<file path="config.mk">
export PLATFORM = sky130hd
export DESIGN_NAME = fis_ctrl
export DESIGN_NICKNAME = d
export VERILOG_FILES = /design/src/hdl/fis_pkg.sv /design/src/hdl/fis_ctrl.sv
export SDC_FILE = /design/constraint.sdc
export NUM_CORES = 1
export LEC_CHECK = 0
export BUFFER_PORTS_ARGS = -buffer_cell sky130_fd_sc_hd__buf_4
export CORE_MARGIN = 3
export CORE_UTILIZATION = 50
export CTS_CLUSTER_SIZE = 16
export DETAILED_ROUTE_END_ITERATION = 6
export PLACE_DENSITY = 0.82
export SYNTH_ARGS = -nofsm -noshare
export SYNTH_HDL_FRONTEND = slang
export SYNTH_SLANG_ARGS = --single-unit
</file>
<file path="constraint.sdc">
create_clock -name i_clk -period 3.4 [get_ports i_clk]
set_input_delay 0.17 -clock i_clk [delete_from_list [all_inputs] [get_ports i_clk]]
set_output_delay 0.17 -clock i_clk [all_outputs]
set_load 0.03 [all_outputs]
</file>
<file path="src/hdl/fis_pkg.sv">
package fis_pkg;

    localparam int DEPTH = 64;
    localparam int SLOT_W = 6;
    localparam int DIV_DW = 46;
    localparam int DIV_VW = 30;
    localparam int ROOT_W = 46;
    localparam int RAD_W = 2 * ROOT_W;

    localparam logic [27:0] RATE_SCALE = 28'd256000000;
    localparam logic [19:0] USEC_PER_SEC = 20'd1000000;
    localparam logic [16:0] Q_ONE = 17'd65536;
    localparam logic [4:0] NB_RATE = 5'd28;
    localparam logic [4:0] NB_SHORT = 5'd20;

    localparam logic REG_TARGET = 1'b0;
    localparam logic REG_VSYNC = 1'b1;

    typedef struct packed {
        logic [23:0] interval_us;
        logic [23:0] busy_us;
    } t_in;

    typedef struct packed {
        logic [23:0] frame_time_us;
        logic [27:0] current_fps_q8;
        logic [23:0] average_time_us;
        logic [27:0] average_fps_q8;
        logic [16:0] pacing_quality;
        logic [19:0] wait_us;
        logic        divide_by_zero;
    } t_out;

    typedef enum logic [1:0] {
        OP_CUR = 2'd0,
        OP_AVG = 2'd1,
        OP_PER = 2'd2,
        OP_PAC = 2'd3
    } t_op;

    typedef struct packed {
        logic accept;
        logic mul_old;
        logic upd_sum;
        logic add_sq;
        logic mul_sum;
        logic sqrt_start;
        logic div_start;
        t_op  op;
        logic out_load;
    } t_cmd;

    typedef struct packed {
        logic sqrt_done;
        logic div_done;
        logic out_free;
    } t_sts;

endpackage

</file>
<file path="src/hdl/fis_ctrl.sv">
module fis_ctrl (
    input  logic          i_clk,
    input  logic          i_rst_n,
    input  logic          i_in_valid,
    output logic          o_in_stall,
    input  fis_pkg::t_sts i_sts,
    output fis_pkg::t_cmd o_cmd
);

    typedef enum logic [8:0] {
        S_IDLE   = 9'b000000001,
        S_RD     = 9'b000000010,
        S_SQO    = 9'b000000100,
        S_SQN    = 9'b000001000,
        S_SSQ    = 9'b000010000,
        S_DEV    = 9'b000100000,
        S_DSTART = 9'b001000000,
        S_DWAIT  = 9'b010000000,
        S_OUT    = 9'b100000000
    } t_state;

    t_state r_state, n_state;
    fis_pkg::t_op r_op, n_op;

    always_ff @(posedge i_clk) begin
        if (!i_rst_n) begin
            r_state <= S_IDLE;
            r_op <= fis_pkg::OP_CUR;
        end else begin
            r_state <= n_state;
            r_op <= n_op;
        end
    end

    always_comb begin
        n_state = r_state;
        n_op = r_op;
        o_cmd = '0;
        o_cmd.op = r_op;
        case (r_state)
            S_IDLE: begin
                if (i_in_valid) begin
                    o_cmd.accept = 1'b1;
                    n_state = S_RD;
                end
            end
            S_RD: begin
                o_cmd.mul_old = 1'b1;
                n_state = S_SQO;
            end
            S_SQO: begin
                o_cmd.upd_sum = 1'b1;
                n_state = S_SQN;
            end
            S_SQN: begin
                o_cmd.add_sq = 1'b1;
                n_state = S_SSQ;
            end
            S_SSQ: begin
                o_cmd.mul_sum = 1'b1;
                n_state = S_DEV;
            end
            S_DEV: begin
                o_cmd.sqrt_start = 1'b1;
                n_op = fis_pkg::OP_CUR;
                n_state = S_DSTART;
            end
            S_DSTART: begin
                if (r_op != fis_pkg::OP_PAC || i_sts.sqrt_done) begin
                    o_cmd.div_start = 1'b1;
                    n_state = S_DWAIT;
                end
            end
            S_DWAIT: begin
                if (i_sts.div_done) begin
                    case (r_op)
                        fis_pkg::OP_CUR: begin
                            n_op = fis_pkg::OP_AVG;
                            n_state = S_DSTART;
                        end
                        fis_pkg::OP_AVG: begin
                            n_op = fis_pkg::OP_PER;
                            n_state = S_DSTART;
                        end
                        fis_pkg::OP_PER: begin
                            n_op = fis_pkg::OP_PAC;
                            n_state = S_DSTART;
                        end
                        default: n_state = S_OUT;
                    endcase
                end
            end
            S_OUT: begin
                if (i_sts.out_free) begin
                    o_cmd.out_load = 1'b1;
                    n_state = S_IDLE;
                end
            end
            default: n_state = S_IDLE;
        endcase
    end

    assign o_in_stall = (r_state != S_IDLE);

endmodule

</file>
Word-level counts from Yosys, hierarchy flattened
Cells that the tools add are included.
{"block": "word_totals", "regBits": 11, "latchBits": 0, "mem_bits_rw": 0, "romBits": 0, "input_bits": 6, "output_inout_bits": 11, "elab_cells": 46, "mem_count": 0}
{"block": "classes", "add_sub_neg": 0, "multipliers": 0, "div": 0, "order_cmp": 0, "eq_ne": 18, "shifts": 0, "muxes": 20, "n_bitwise": 0, "n_reduce_logical": 6}
{"cell": "case mux 9 bit (9 select lines)", "n": 1}
{"cell": "two-way mux 9 bit", "n": 5}
{"cell": "two-way mux 1 bit", "n": 11}
{"cell": "inequality test 2 bit, second input constant", "n": 5}
{"cell": "== test 9 x 1 -> 1 bit, second input constant", "n": 1}
{"cell": "== test 9 x 2 -> 1 bit, second input constant", "n": 1}
{"cell": "== test 9 x 3 -> 1 bit, second input constant", "n": 1}
{"cell": "== test 9 x 4 -> 1 bit, second input constant", "n": 1}
{"cell": "== test 9 x 5 -> 1 bit, second input constant", "n": 1}
{"cell": "== test 9 x 6 -> 1 bit, second input constant", "n": 1}
{"cell": "== test 9 x 7 -> 1 bit, second input constant", "n": 1}
{"cell": "== test 9 x 8 -> 1 bit, second input constant", "n": 1}
{"cell": "== test 9 bit, second input constant", "n": 1}
{"cell": "inequality test 9 x 1 -> 1 bit, second input constant", "n": 1}
{"cell": "case mux 2 bit (3 select lines)", "n": 1}
{"cell": "inequality test 4 bit, second input constant", "n": 1}
{"cell": "case mux 2 bit (2 select lines)", "n": 1}
{"cell": "AND reduction 4 bit", "n": 1}
{"cell": "AND reduction 3 bit", "n": 1}
{"cell": "OR reduction 3 bit", "n": 1}
{"cell": "== test 2 x 1 -> 1 bit, second input constant", "n": 1}
{"cell": "== test 2 bit, second input constant", "n": 1}
{"cell": "logical NOT 2 bit", "n": 1}
{"cell": "two-way mux 2 bit", "n": 1}
{"cell": "other kinds (2)", "n": 2}

Longest topological paths before layout
{"block": "logic_depth", "depth_word": 5, "ltp_mapped": 6, "depth_no_buf": 6}

Worst setup path after synthesis
OpenSTA, ideal clock, no wires.
{"block": "synth_timing", "path_type": "reg-to-output", "from": "register r_state[6]", "to": "output o_cmd[7] (netlist name)", "t_arrival_ns": 1.846, "required_ns": 3.230, "setup_slack_ns": 1.384, "path_stages_with_launch": 6, "path_buffers": 1, "path_cell_list": "dfxtp_1 > buf_4 > nor4_2 > and2_1 > nand2_1 > nor3b_1"}
{"element": "from (decl)", "line": "fis_ctrl.sv:22", "rtl": "t_state r_state, n_state;"}
{"element": "from (signal assigned)", "line": "fis_ctrl.sv:30", "rtl": "r_state <= n_state;"}
{"element": "to (decl)", "line": "fis_ctrl.sv:7", "rtl": "output fis_pkg::t_cmd o_cmd"}

==> metrics <==
Detailed Routing Iterations Pass 1 4; most frequent cells in the layout buf_4, dfxtp_1, inv_1, nor2_1, and3_1; RSZ-0062 raised after global routing false; clock sinks 11; Die ar. 2080 µm²; Initial Util 56.74%; Max Fclk 486.7 MHz; Critical Path RT 3.23 ns; CTS Buf Count 3; Setup Viol. Count Final 0; worst path arrival time 1.88 ns; first-pass GRT wire length 3215 µm; initial antenna violation count 0; vias 768; Final Hold Fails 0; H-tree Lvls 1; share of cells above drive strength 1 20.91%; CORE AREA 1383 µm²; ANT nets after route 0; P_leak 0.4056 nW; Yosys cell types 37; Overall Global Routing Usage 20.97%; Via-to-Cell Ratio 6.144; Crit-path slowest cell nor4_2; Clock Path Buffers 2; post-cts resize count 0; Max VDD drop 0.0002876 V; critical path cell sequence nor4_2 > and2_1 > nand2_1 > nor3b_1 > buf_4; clock insertion delay at the later pin of the skew report 0.27 ns; power per cell area 358.0 nW/µm²; Setup crit start kind flip-flop; synthesis-to-layout area growth 17.86%; number of global-route vias before repair 733; status finished clean; #FFs+latches synth 11; IO Port Bufs 16; commonest non-fill, non-tap cell in the layout buf_4; Initial DRC Count 18; Syn. warnings 0; DP HPWL 1394 µm; Max-Slew Margin vs Limit 61.96%; routability cong. 0.8160; WL/cell 14.31 µm; CP Max Fanout 10; delay of the slowest critical-path stage 0.47 ns; crit share post-route 60.43%; Worst Max-Slew Pin Slew 0.5660 ns; sequential area share after synthesis 28.07%; I/O Pins 17; CTS tree done; DRC errors left 0; final cell count without fillers 125; final clock skew 0.002608 ns; Crit Path Class flip-flop to output pin; Pwr Total 0.3310 mW; n_diodes 0; Mapped Area 784.5 µm²; placed cells 121; cts hold-fix bufs 0; Mapped Cells 94; fin. max-slew vios 0; r2r setup slk 1.67 ns; Hold Path Class input pin to flip-flop; clock-pin slew on the worst setup and hold paths 0.06 ns; Syn Area/Cell 8.346 µm²; Mapped Nets 104; Die Span X 45.61 µm; Core Rows 13; largest net degree at the start of global routing 12; Worst setup EP type output pin; gr ovfl total 0; # nets final 121; post-route setup TNS 0 ns; Post-Route WL 1789 µm; Setup Fix Bufs, Post-CTS 0; Root Buffer clkbuf_4; Die Ht 45.61 µm; post-route minimum period 2.055 ns; max-cap violations 0
## metal layers
metal / GRT usage (%) / wire [µm] / part of all wire, %
met5: 0 / 0 / 0
met4: 7.018 / 19 / 1.1
met3: 6.719 / 168 / 9.4
met2: 31.20 / 818 / 46
met1: 28.20 / 783 / 44
## kinds of logic (layout without fill, tap and decap cells)
group	after synthesis	in the layout	share of synthesized area (%)
compound gates	20	20	18.66
flops	11	11	28.07
buf+inv	11	27	6.539
simple gates	46	46	38.12
fa+ha+maj	4	4	6.380
xor+xnor	2	2	2.233
## through the flow
step	hold slack (ns)	area [µm²]	utilization, %	setup WS, ns
floorplan	0.2875	784.5	-	1.384
global placement	0.4536	898.4	64.98	1.700
detailed placement	0.4614	898.4	64.98	1.667
CTS	0.1768	924.6	66.88	1.335
global route	0.1850	924.6	66.88	1.112
finish	0.1808	924.6	66.88	1.345
## where the power goes
part / total, mW / internal, mW / switching (mW)
sequential: 0.145 / 0.135 / 0.0103
clock: 0.0865 / 0.0454 / 0.0411
combinational: 0.0997 / 0.0403 / 0.0594
## synthesized netlist by cell type, drive strengths merged
master	instances	area share, %
xnor2	1	1.1
and2	2	1.6
a31o	1	1.1
ha	4	6.4
nor4	3	4.0
nor4b	5	6.4
buf	4	3.2
nand3	4	2.6
nand2	3	1.4
a21oi	2	1.3
o22ai	2	1.6
o32ai	1	1.1
dfxtp	11	28
nor2	7	3.3
nor4bb	1	1.3
o2111ai	1	1.1
nor2b	3	2.4
o211ai	2	1.9
a21boi	2	1.9
o21a	2	1.9
and3	6	4.8
nand4	2	1.6
a211o	1	1.1
nor3	4	3.2
inv	7	3.3
o211a	2	2.6
xor2	1	1.1
or4	1	0.96
o311ai	1	1.1
o21ai	3	1.9
nand2b	1	0.80
nor3b	4	3.8
## area by class of cell
| type | instances | area [µm²] |
|---|---|---|
| Clock buffer | 4 | 26.28 |
| Multi-Input combinational cell | 72 | 513.0 |
| Inverter | 7 | 26.28 |
| Tap cell | 15 | 18.77 |
| Timing Repair Buffer | 16 | 120.1 |
| Sequential cell | 11 | 220.2 |
| Fill cell | 124 | 457.9 |
## flip-flops by register name, summed over array words and instances, names as in the netlist
register,count
r_op,2
r_state,9
## path summary, 6_finish.rpt
kind,from,end,depth (start not counted)
worst max register to register,r_op[0],r_state[6],5
worst min-delay path,i_rst_n,r_state[7],2
worst max-delay path,r_state[6],o_cmd[7],5
worst min register to register,r_op[0],r_op[0],2
## worst max-delay path: cells and delay by family (launching register included)
family,cells,cell delay [ns]
simple gates,4,1.02
flops,1,0.41
buf+inv,1,0.19
Power figures use the tool's default switching activity.
